==> src/ffa_pkg.sv <==
// Shared constants, codes and types of the first-fit heap allocator.
package ffa_pkg;
  localparam int HEAP_BYTES   = 4096;
  localparam int HEADER_BYTES = 16;
  localparam int MAX_BLOCKS   = 64;

  localparam int SZ_W   = 13;
  localparam int OFF_W  = 12;
  localparam int ST_W   = 3;
  localparam int IDX_W  = $clog2(MAX_BLOCKS);
  localparam int CNT_W  = IDX_W + 1;
  localparam int ACC_W  = $clog2(HEAP_BYTES + 2 * HEADER_BYTES) + 1;
  localparam int ENT_W  = SZ_W + 1;

  localparam logic [ST_W-1:0] ST_OK      = 3'd0;
  localparam logic [ST_W-1:0] ST_ZERO    = 3'd1;
  localparam logic [ST_W-1:0] ST_NOSPACE = 3'd2;
  localparam logic [ST_W-1:0] ST_BADPTR  = 3'd3;
  localparam logic [ST_W-1:0] ST_FULL    = 3'd4;

  typedef enum logic [4:0] {
    DP_NOP, DP_LOAD, DP_RD_I, DP_STEP, DP_LATCH, DP_WR_USED, DP_WR_USED_INC,
    DP_K_COUNT, DP_RD_KM1, DP_WR_UP, DP_WR_REM, DP_WR_FREE, DP_RD_IP1,
    DP_MERGE_A, DP_RD_KP1, DP_WR_DOWN, DP_DEC_CNT, DP_RD_IM1, DP_MERGE_B
  } dp_op_t;

  typedef struct packed {
    dp_op_t op;
  } ffa_cmd_t;

  typedef struct packed {
    logic             is_free;
    logic             req_zero;
    logic             walk_end;
    logic             hit;
    logic             rfree;
    logic             exact;
    logic             full;
    logic             up_more;
    logic             down_more;
    logic             has_next;
    logic             has_prev;
    logic [OFF_W-1:0] grant;
  } ffa_stat_t;
endpackage

==> src/ffa_ram.sv <==
// Generic single-write, single-read RAM with registered read data.
module ffa_ram #(
  parameter int WIDTH = 8,
  parameter int DEPTH = 16
) (
  input  logic                     clk,
  input  logic                     we,
  input  logic [$clog2(DEPTH)-1:0] waddr,
  input  logic [WIDTH-1:0]         wdata,
  input  logic [$clog2(DEPTH)-1:0] raddr,
  output logic [WIDTH-1:0]         rdata
);
  logic [WIDTH-1:0] mem [DEPTH];
  logic [WIDTH-1:0] rdata_r;

  always_ff @(posedge clk) begin
    if (we) begin
      mem[waddr] <= wdata;
    end
    rdata_r <= mem[raddr];
  end

  assign rdata = rdata_r;
endmodule

==> src/ffa_datapath.sv <==
// Block table, walk pointers, offset accumulator and table update logic.
module ffa_datapath (
  input  logic                        clk,
  input  logic                        rst_n,
  input  logic                        in_command,
  input  logic [ffa_pkg::SZ_W-1:0]    in_request_bytes,
  input  logic [ffa_pkg::OFF_W-1:0]   in_data_offset,
  input  ffa_pkg::ffa_cmd_t           cmd,
  output ffa_pkg::ffa_stat_t          stat
);
  localparam int IW = ffa_pkg::IDX_W;
  localparam int CW = ffa_pkg::CNT_W;
  localparam int SW = ffa_pkg::SZ_W;
  localparam int AW = ffa_pkg::ACC_W;
  localparam int EW = ffa_pkg::ENT_W;
  localparam logic [SW-1:0] HDR_S = SW'(ffa_pkg::HEADER_BYTES);
  localparam logic [AW-1:0] HDR_A = AW'(ffa_pkg::HEADER_BYTES);
  localparam logic [SW-1:0] E0_SZ = SW'(ffa_pkg::HEAP_BYTES - ffa_pkg::HEADER_BYTES);

  logic             cmd_r;
  logic [SW-1:0]    req_r;
  logic [ffa_pkg::OFF_W-1:0] off_r;
  logic [CW-1:0]    i_r, k_r, cnt_r;
  logic [AW-1:0]    acc_r;
  logic [SW-1:0]    cur_sz_r;
  logic             e0_ok_r, rd0_r;

  logic             we;
  logic [IW-1:0]    waddr, raddr;
  logic [EW-1:0]    wdata, rdata, ent;
  logic [SW-1:0]    rsz;
  logic             rfree;
  logic [CW-1:0]    i_p1, i_m1, k_p1, k_m1;

  ffa_ram #(.WIDTH(EW), .DEPTH(ffa_pkg::MAX_BLOCKS)) u_tbl (
    .clk(clk), .we(we), .waddr(waddr), .wdata(wdata), .raddr(raddr), .rdata(rdata)
  );

  // entry 0 reads as the reset block until it is first written
  assign ent   = (rd0_r && !e0_ok_r) ? {E0_SZ, 1'b1} : rdata;
  assign rsz   = ent[EW-1:1];
  assign rfree = ent[0];

  assign i_p1 = i_r + CW'(1);
  assign i_m1 = i_r - CW'(1);
  assign k_p1 = k_r + CW'(1);
  assign k_m1 = k_r - CW'(1);

  always_comb begin
    we    = 1'b0;
    waddr = i_r[IW-1:0];
    wdata = {cur_sz_r, 1'b1};
    raddr = i_r[IW-1:0];
    unique case (cmd.op)
      ffa_pkg::DP_WR_USED, ffa_pkg::DP_WR_USED_INC: begin
        we    = 1'b1;
        wdata = {req_r, 1'b0};
      end
      ffa_pkg::DP_WR_UP, ffa_pkg::DP_WR_DOWN: begin
        we    = 1'b1;
        waddr = k_r[IW-1:0];
        wdata = ent;
      end
      ffa_pkg::DP_WR_REM: begin
        we    = 1'b1;
        waddr = i_p1[IW-1:0];
        wdata = {cur_sz_r - req_r - HDR_S, 1'b1};
      end
      ffa_pkg::DP_WR_FREE: we = 1'b1;
      ffa_pkg::DP_MERGE_A: begin
        we    = 1'b1;
        wdata = {cur_sz_r + HDR_S + rsz, 1'b1};
      end
      ffa_pkg::DP_MERGE_B: begin
        we    = 1'b1;
        waddr = i_m1[IW-1:0];
        wdata = {rsz + HDR_S + cur_sz_r, 1'b1};
      end
      ffa_pkg::DP_RD_KM1: raddr = k_m1[IW-1:0];
      ffa_pkg::DP_RD_IP1: raddr = i_p1[IW-1:0];
      ffa_pkg::DP_RD_KP1: raddr = k_p1[IW-1:0];
      ffa_pkg::DP_RD_IM1: raddr = i_m1[IW-1:0];
      default: ;
    endcase
  end

  always_ff @(posedge clk) begin
    if (!rst_n) begin
      cnt_r   <= CW'(1);
      e0_ok_r <= 1'b0;
      i_r     <= '0;
      k_r     <= '0;
    end else begin
      if (we && waddr == '0) begin
        e0_ok_r <= 1'b1;
      end
      unique case (cmd.op)
        ffa_pkg::DP_LOAD:        i_r <= '0;
        ffa_pkg::DP_STEP:        i_r <= i_p1;
        ffa_pkg::DP_WR_USED_INC: cnt_r <= cnt_r + CW'(1);
        ffa_pkg::DP_DEC_CNT:     cnt_r <= cnt_r - CW'(1);
        ffa_pkg::DP_K_COUNT:     k_r <= cnt_r;
        ffa_pkg::DP_WR_UP:       k_r <= k_m1;
        ffa_pkg::DP_WR_DOWN:     k_r <= k_p1;
        ffa_pkg::DP_MERGE_A:     k_r <= i_p1;
        ffa_pkg::DP_MERGE_B:     k_r <= i_r;
        default: ;
      endcase
    end
  end

  always_ff @(posedge clk) begin
    rd0_r <= (raddr == '0);
    unique case (cmd.op)
      ffa_pkg::DP_LOAD: begin
        cmd_r <= in_command;
        req_r <= in_request_bytes;
        off_r <= in_data_offset;
        acc_r <= in_command ? HDR_A : '0;
      end
      ffa_pkg::DP_STEP:    acc_r    <= acc_r + HDR_A + AW'(rsz);
      ffa_pkg::DP_LATCH:   cur_sz_r <= rsz;
      ffa_pkg::DP_MERGE_A: cur_sz_r <= cur_sz_r + HDR_S + rsz;
      default: ;
    endcase
  end

  always_comb begin
    stat.is_free   = cmd_r;
    stat.req_zero  = (req_r == '0);
    stat.walk_end  = (i_r >= cnt_r);
    stat.rfree     = rfree;
    stat.hit       = cmd_r ? (acc_r == AW'(off_r))
                           : (rfree && (rsz == req_r ||
                              {1'b0, rsz} > ({1'b0, req_r} + {1'b0, HDR_S})));
    stat.exact     = (cur_sz_r == req_r);
    stat.full      = (cnt_r >= CW'(ffa_pkg::MAX_BLOCKS));
    stat.up_more   = (k_r > i_p1);
    stat.down_more = (k_p1 < cnt_r);
    stat.has_next  = (i_p1 < cnt_r);
    stat.has_prev  = (i_r != '0);
    stat.grant     = ffa_pkg::OFF_W'(acc_r + HDR_A);
  end
endmodule

==> src/ffa_controller.sv <==
// Sequencer for walk, split, mark and merge, plus the result registers.
module ffa_controller (
  input  logic                        clk,
  input  logic                        rst_n,
  input  logic                        start,
  output logic                        busy,
  input  ffa_pkg::ffa_stat_t          stat,
  output ffa_pkg::ffa_cmd_t           cmd,
  output logic                        out_valid,
  output logic [ffa_pkg::OFF_W-1:0]   out_granted_offset,
  output logic [ffa_pkg::ST_W-1:0]    out_status
);
  typedef enum logic [3:0] {
    S_IDLE, S_CHK, S_WRD, S_WEV, S_ADEC, S_SRD, S_SWR, S_SPLIT, S_SUSE,
    S_FMARK, S_FNX, S_FNXE, S_MSRD, S_MSWR, S_FPV, S_FPVE
  } state_t;

  state_t state_r, state_nxt;
  logic   second_r, second_nxt;
  logic   fin, fin_grant;
  logic [ffa_pkg::ST_W-1:0] fin_st;
  logic   out_valid_r;
  logic [ffa_pkg::OFF_W-1:0] out_granted_r;
  logic [ffa_pkg::ST_W-1:0]  out_status_r;

  always_comb begin
    state_nxt  = state_r;
    second_nxt = second_r;
    cmd.op     = ffa_pkg::DP_NOP;
    fin        = 1'b0;
    fin_grant  = 1'b0;
    fin_st     = ffa_pkg::ST_OK;
    unique case (state_r)
      S_IDLE: if (start) begin
        cmd.op    = ffa_pkg::DP_LOAD;
        state_nxt = S_CHK;
      end
      S_CHK: if (!stat.is_free && stat.req_zero) begin
        fin = 1'b1; fin_st = ffa_pkg::ST_ZERO; state_nxt = S_IDLE;
      end else begin
        state_nxt = S_WRD;
      end
      S_WRD: if (stat.walk_end) begin
        fin = 1'b1; state_nxt = S_IDLE;
        fin_st = stat.is_free ? ffa_pkg::ST_BADPTR : ffa_pkg::ST_NOSPACE;
      end else begin
        cmd.op = ffa_pkg::DP_RD_I; state_nxt = S_WEV;
      end
      S_WEV: if (stat.hit) begin
        cmd.op = ffa_pkg::DP_LATCH;
        if (!stat.is_free) begin
          state_nxt = S_ADEC;
        end else if (stat.rfree) begin
          fin = 1'b1; fin_st = ffa_pkg::ST_BADPTR; state_nxt = S_IDLE;
        end else begin
          state_nxt = S_FMARK;
        end
      end else begin
        cmd.op = ffa_pkg::DP_STEP; state_nxt = S_WRD;
      end
      S_ADEC: if (stat.exact) begin
        cmd.op = ffa_pkg::DP_WR_USED;
        fin = 1'b1; fin_grant = 1'b1; state_nxt = S_IDLE;
      end else if (stat.full) begin
        fin = 1'b1; fin_st = ffa_pkg::ST_FULL; state_nxt = S_IDLE;
      end else begin
        cmd.op = ffa_pkg::DP_K_COUNT; state_nxt = S_SRD;
      end
      S_SRD: if (stat.up_more) begin
        cmd.op = ffa_pkg::DP_RD_KM1; state_nxt = S_SWR;
      end else begin
        state_nxt = S_SPLIT;
      end
      S_SWR: begin
        cmd.op = ffa_pkg::DP_WR_UP; state_nxt = S_SRD;
      end
      S_SPLIT: begin
        cmd.op = ffa_pkg::DP_WR_REM; state_nxt = S_SUSE;
      end
      S_SUSE: begin
        cmd.op = ffa_pkg::DP_WR_USED_INC;
        fin = 1'b1; fin_grant = 1'b1; state_nxt = S_IDLE;
      end
      S_FMARK: begin
        cmd.op = ffa_pkg::DP_WR_FREE; state_nxt = S_FNX;
      end
      S_FNX: if (stat.has_next) begin
        cmd.op = ffa_pkg::DP_RD_IP1; state_nxt = S_FNXE;
      end else begin
        state_nxt = S_FPV;
      end
      S_FNXE: if (stat.rfree) begin
        cmd.op = ffa_pkg::DP_MERGE_A; second_nxt = 1'b0; state_nxt = S_MSRD;
      end else begin
        state_nxt = S_FPV;
      end
      S_MSRD: if (stat.down_more) begin
        cmd.op = ffa_pkg::DP_RD_KP1; state_nxt = S_MSWR;
      end else begin
        cmd.op = ffa_pkg::DP_DEC_CNT;
        if (second_r) begin
          fin = 1'b1; state_nxt = S_IDLE;
        end else begin
          state_nxt = S_FPV;
        end
      end
      S_MSWR: begin
        cmd.op = ffa_pkg::DP_WR_DOWN; state_nxt = S_MSRD;
      end
      S_FPV: if (stat.has_prev) begin
        cmd.op = ffa_pkg::DP_RD_IM1; state_nxt = S_FPVE;
      end else begin
        fin = 1'b1; state_nxt = S_IDLE;
      end
      S_FPVE: if (stat.rfree) begin
        cmd.op = ffa_pkg::DP_MERGE_B; second_nxt = 1'b1; state_nxt = S_MSRD;
      end else begin
        fin = 1'b1; state_nxt = S_IDLE;
      end
      default: state_nxt = S_IDLE;
    endcase
  end

  always_ff @(posedge clk) begin
    if (!rst_n) begin
      state_r     <= S_IDLE;
      second_r    <= 1'b0;
      out_valid_r <= 1'b0;
    end else begin
      state_r     <= state_nxt;
      second_r    <= second_nxt;
      out_valid_r <= fin;
    end
    if (fin) begin
      out_status_r  <= fin_st;
      out_granted_r <= fin_grant ? stat.grant : '0;
    end
  end

  assign busy               = (state_r != S_IDLE);
  assign out_valid          = out_valid_r;
  assign out_status         = out_status_r;
  assign out_granted_offset = out_granted_r;
endmodule

==> src/first_fit_heap_allocator_unit.sv <==
// Top level of the first-fit heap allocator: controller plus block-table datapath.
//
// A heap of 4096 bytes is kept as up to 64 blocks in address order, each a
// 16-byte header and a data area, held in a 64-entry table RAM (size and free
// mark per word). A word is accepted when start is high and busy is low; busy
// stays high until the result strobe. The result (granted offset, status)
// appears for exactly one cycle with out_valid high and must be taken then:
// the receiver cannot stall. Every table access has a state that sets the RAM
// read address and a state that uses the registered read data. An item runs
// the first-fit or offset walk, then for an alloc that is not an exact fit a
// split that shifts later entries up, or for a free up to two merges that
// shift later entries down, one table entry at a time in each loop.
// No clearing pass after reset: entry 0 reads as the whole free heap until it
// is first written, and the block count bounds every other read.
module first_fit_heap_allocator_unit (
  input  logic                        clk,
  input  logic                        rst_n,
  input  logic                        start,
  output logic                        busy,
  input  logic                        in_command,
  input  logic [ffa_pkg::SZ_W-1:0]    in_request_bytes,
  input  logic [ffa_pkg::OFF_W-1:0]   in_data_offset,
  output logic                        out_valid,
  output logic [ffa_pkg::OFF_W-1:0]   out_granted_offset,
  output logic [ffa_pkg::ST_W-1:0]    out_status
);
  ffa_pkg::ffa_cmd_t  cmd;
  ffa_pkg::ffa_stat_t stat;

  ffa_controller u_ctl (
    .clk(clk), .rst_n(rst_n), .start(start), .busy(busy),
    .stat(stat), .cmd(cmd),
    .out_valid(out_valid), .out_granted_offset(out_granted_offset),
    .out_status(out_status)
  );

  ffa_datapath u_dp (
    .clk(clk), .rst_n(rst_n),
    .in_command(in_command), .in_request_bytes(in_request_bytes),
    .in_data_offset(in_data_offset),
    .cmd(cmd), .stat(stat)
  );
endmodule

==> config.mk <==
export PLATFORM = sky130hd
export DESIGN_NAME = first_fit_heap_allocator_unit
export DESIGN_NICKNAME = d
export VERILOG_FILES = /design/src/ffa_pkg.sv /design/src/ffa_ram.sv /design/src/ffa_datapath.sv /design/src/ffa_controller.sv /design/src/first_fit_heap_allocator_unit.sv
export SDC_FILE = /design/constraint.sdc
export NUM_CORES = 2
export LEC_CHECK = 0
export ABC_CLOCK_PERIOD_IN_PS = 7500
export BUFFER_PORTS_ARGS = -buffer_cell sky130_fd_sc_hd__buf_2
export CAP_MARGIN = 40
export CORE_MARGIN = 4
export CORE_UTILIZATION = 25
export CTS_CLUSTER_DIAMETER = 100
export DETAILED_ROUTE_END_ITERATION = 7
export GPL_TIMING_DRIVEN = 0
export PLACE_DENSITY = 0.44
export SETUP_SLACK_MARGIN = 0.3
export SLEW_MARGIN = 5
export SYNTH_ARGS = -nofsm -noshare
export SYNTH_HDL_FRONTEND = slang
export SYNTH_HIERARCHICAL = 1
export SYNTH_SLANG_ARGS = --single-unit
==> constraint.sdc <==
create_clock -name clk -period 7.5 [get_ports clk]
set_input_delay 0.75 -clock clk [delete_from_list [all_inputs] [get_ports clk]]
set_output_delay 0.75 -clock clk [all_outputs]
set_load 0.01 [all_outputs]
==> flow_summary_export.csv <==
group,metric,value,unit
cts,cts_sinks,1007,
sta,rsz0062_at_grt,"false",
cts,cts_tree,"yes",
floorplanning,coreArea,177000,µm²
place,place.port_buffers,45,
cts,hold_buffers,0,
worst_setup_path,cp.arrival,7.37,ns
cts,htree_levels,3,
yosys,async_flop_share,0,%
yosys,synthFlopType,"edfxtp_1",
place,gp_congestion,0.867,
final_layout,layout-drive-gt1-share,27.3,%
sta,fin_crit,6.94,ns
floorplanning,initial_utilization,25.2,%
floorplanning,rows,154,
worst_setup_path,critPathMaxFanout,10,
cts,clockBufferDepth,3,
sta,finClkSkew,0.0855,ns
route,dr.max_layer_used,"met5",
global_route,grt_pass1_vias,26100,
power_and_ir_drop,peakVddDrop,184,µV
floorplanning,dieArea,185000,µm²
floorplanning,chipHeight,430,µm
route,wl_met1,62900,µm
sta,hold_violations,0,
yosys,syn_area,44600,µm²
yosys,syn_nets,2871,
final_layout,nets,3168,
global_route,grt_overflow,0,
worst_setup_path,worstSetupEndpointType,"flop",
worst_setup_path,worst-setup-path-type,"flop to flop",
global_route,grt_pass1_wl,198000,µm
final_layout,area_growth,21.9,%
route,wl_met2,64700,µm
global_route,grt_usage,14.7,%
cts,clkTransAtPathRegs,0.07,ns
yosys,synth_edf_count,964,
place,hpwl,100000,µm
worst_setup_path,cp_top_family,"simple AND/OR/NAND/NOR gates",
outcome,outcome,"complete, no violations",
yosys,yosysUniqueCellTypes,94,
sta,setup_violations,0,
worst_setup_path,crit_path_top_delay_cell,"nor2_2",
worst_setup_path,cpPeakStageDelay,0.49,ns
sta,slew_headroom,37.2,%
final_layout,finish.utilization,30.8,%
final_layout,num-fill-cells,17300,
route,vias_per_cell,4.81,
yosys,synth_top_cell_by_area,"edfxtp_1",
floorplanning,dieWidth,430,µm
route,dr.pass1.iters,6,
yosys,yosysTopAreaCellShare,65.0,%
cts,clk_latency,0.76,ns
sta,finalMaxSlewViolations,0,
hold_path,hold_class,"input port to flop",
sta,fin_crit_sh,92.6,%
floorplanning,ios,46,
global_route,antenna_found_initial,8,
sta,fin_tns_setup,0,ns
route,drc_errors,0,
global_route,grt_max_degree,36,
cts,cts_buffers,106,
route,routed-wl-met3,7420,µm
worst_setup_path,critPathBufInv,8,
power_and_ir_drop,power_density,223,nW/µm²
worst_setup_path,start_kind,"flop",
route,ant_nets,0,
flow_run,max-cap-violations,0,
yosys,synth.avg_cell_area,16.3,µm²
yosys,synthesis.instances,2736,
yosys,yosysWarnings,6,
route,wl_per_cell,25.4,µm
sta,worstMarginPinSlew,0.932,ns
power_and_ir_drop,leakage,16.9,nW
yosys,synth_area_leaders,"edfxtp_1 (65%), mux4_2 (11%), ha_1 (2.9%), dfxtp_1 (1.9%), nor2_1 (1.5%)",
sta,timing.fmax,144,MHz
power_and_ir_drop,power,0.0121,W
yosys,ys_ff_latch,1007,
cts,clockRootBuffer,"clkbuf_16",
yosys,yosysSeqAreaShare,66.9,%
route,num_vias,26300,
route,wl,139000,µm
worst_setup_path,cp.required,7.93,ns
route,drt_iter0_drc,2740,
[cells by family after synthesis]
kind of cell | share of synthesized area (%)
flops | 66.9
simple gates | 6.29
compound gates | 6.61
mux | 12.7
buf+inv | 2.64
fa+ha+maj | 3.09
xor+xnor | 1.75
[metal layers]
metal | track usage, % | vias to the layer above
met1 | 20.8 | 13800
met2 | 23.6 | 837
met5 | 0 | -
met3 | 2.41 | 178
met4 | 3.55 | 2
li1 | - | 11500
[area by class of cell]
type | count | area (µm²) | share of cell area (%)
antenna | 3 | 7.51 | 0.0138
multi-input combinational | 1487 | 14500 | 26.6
inverter | 86 | 323 | 0.594
timing repair buffer | 189 | 2360 | 4.35
buffer | 156 | 1050 | 1.93
clock buffer | 131 | 2770 | 5.09
tap | 2340 | 2930 | 5.39
clock inverter | 68 | 636 | 1.17
sequential | 1007 | 29800 | 54.9
[timing repair]
item,4_1_cts,5_1_grt
gates resized for setup,130,103
endpoints found under the setup margin,1728,1240
setup buffers,6,17
pin swaps,4,15
[flip-flops by register name, indices dropped and copies added, names as in the netlist, 3 cells and up]
signal and count:
u_dp/i_r 7, u_dp/u_tbl/mem 896, u_dp/req_r 13, u_ctl/out_granted_offset 12, u_ctl/out_status 3, u_dp/cur_sz_r 13, u_dp/acc_r 14, u_dp/k_r 7
u_dp/u_tbl/rdata 14, u_dp/cnt_r 7, u_ctl/state_r 4, u_dp/off_r 12
[cell usage after synthesis, types with 5 or more instances]
| library cell | number |
|---|---|
| a21oi_1 | 100 |
| nor3_1 | 38 |
| ha_1 | 103 |
| a22o_1 | 6 |
| o22ai_1 | 26 |
| nor3b_1 | 5 |
| o21a_1 | 14 |
| a311oi_1 | 8 |
| o21ai_0 | 76 |
| mux2_2 | 27 |
| a222oi_1 | 9 |
| and3_1 | 10 |
| o2bb2ai_1 | 5 |
| or3_1 | 8 |
| clkbuf_1 | 68 |
| a31oi_1 | 24 |
| o31ai_1 | 17 |
| o211ai_1 | 8 |
| a22oi_1 | 12 |
| buf_4 | 21 |
| xor2_1 | 35 |
| dfxtp_1 | 43 |
| o221ai_1 | 22 |
| nor2_1 | 181 |
| nor4_1 | 7 |
| a221o_1 | 7 |
| nand2_1 | 118 |
| mux2i_1 | 32 |
| buf_6 | 18 |
| edfxtp_1 | 964 |
| nand2b_1 | 48 |
| a21o_1 | 15 |
| nand3b_1 | 5 |
| and2_1 | 20 |
| a21boi_0 | 5 |
| a221oi_1 | 13 |
| nand3_1 | 46 |
| nand4_1 | 20 |
| xnor2_1 | 52 |
| mux4_2 | 224 |
| inv_1 | 84 |
| o21bai_1 | 5 |
| a211oi_1 | 27 |
| nor2b_1 | 37 |
| buf_2 | 44 |
[metrics by stage]
stage / area, µm² / cells / hold slack (ns) / setup WS (ns)
after floorplan: 44600 / 2736 / 0.441 / 0.569
after global placement: 47700 / 5121 / 0.477 / -6.14
after detailed placement: 50000 / 5242 / 0.484 / -1.49
after CTS: 53900 / 5447 / 0.169 / 0.271
after global routing: 54300 / 5464 / 0.183 / 0.266
final: 54300 / 5467 / 0.232 / 0.558
[power breakdown]
part           total, W  switching [W]  internal (W)
registers       0.00628      0.0000263       0.00625
clock network   0.00519        0.00225       0.00293
logic          0.000632       0.000408      0.000224
total            0.0121        0.00269       0.00941
[cells in the final DEF, fill, tap and decap left out, drive strengths merged, types with 25 or more instances in the layout]
master / Yosys / routed
nand2b: 50 / 50
nand3: 47 / 47
edfxtp: 964 / 964
xnor2: 52 / 52
a21oi: 100 / 100
nand2: 118 / 118
clkbuf: 69 / 200
dfxtp: 43 / 43
xor2: 36 / 36
nor3: 40 / 40
buf: 87 / 276
a31oi: 25 / 25
o22ai: 26 / 26
nor2: 184 / 184
nor2b: 37 / 37
mux4: 224 / 224
mux2i: 32 / 32
o21ai: 80 / 80
clkinv: 1 / 55
mux2: 27 / 27
inv: 85 / 88
ha: 103 / 103
a211oi: 27 / 27
[path summary, 6_finish.rpt]
path                            slack (ns)  cells past startpoint               endpoint           startpoint
worst max-delay path                  0.56                     27  u_dp/u_tbl/mem[63][3]         u_dp/e0_ok_r
worst min-delay path                  0.23                      1          u_dp/req_r[3]  in_request_bytes[3]
worst max register to register        0.56                     27  u_dp/u_tbl/mem[63][3]         u_dp/e0_ok_r
worst min register to register        0.49                      2           u_dp/e0_ok_r         u_dp/e0_ok_r
(Power assumes the default switching activity.)
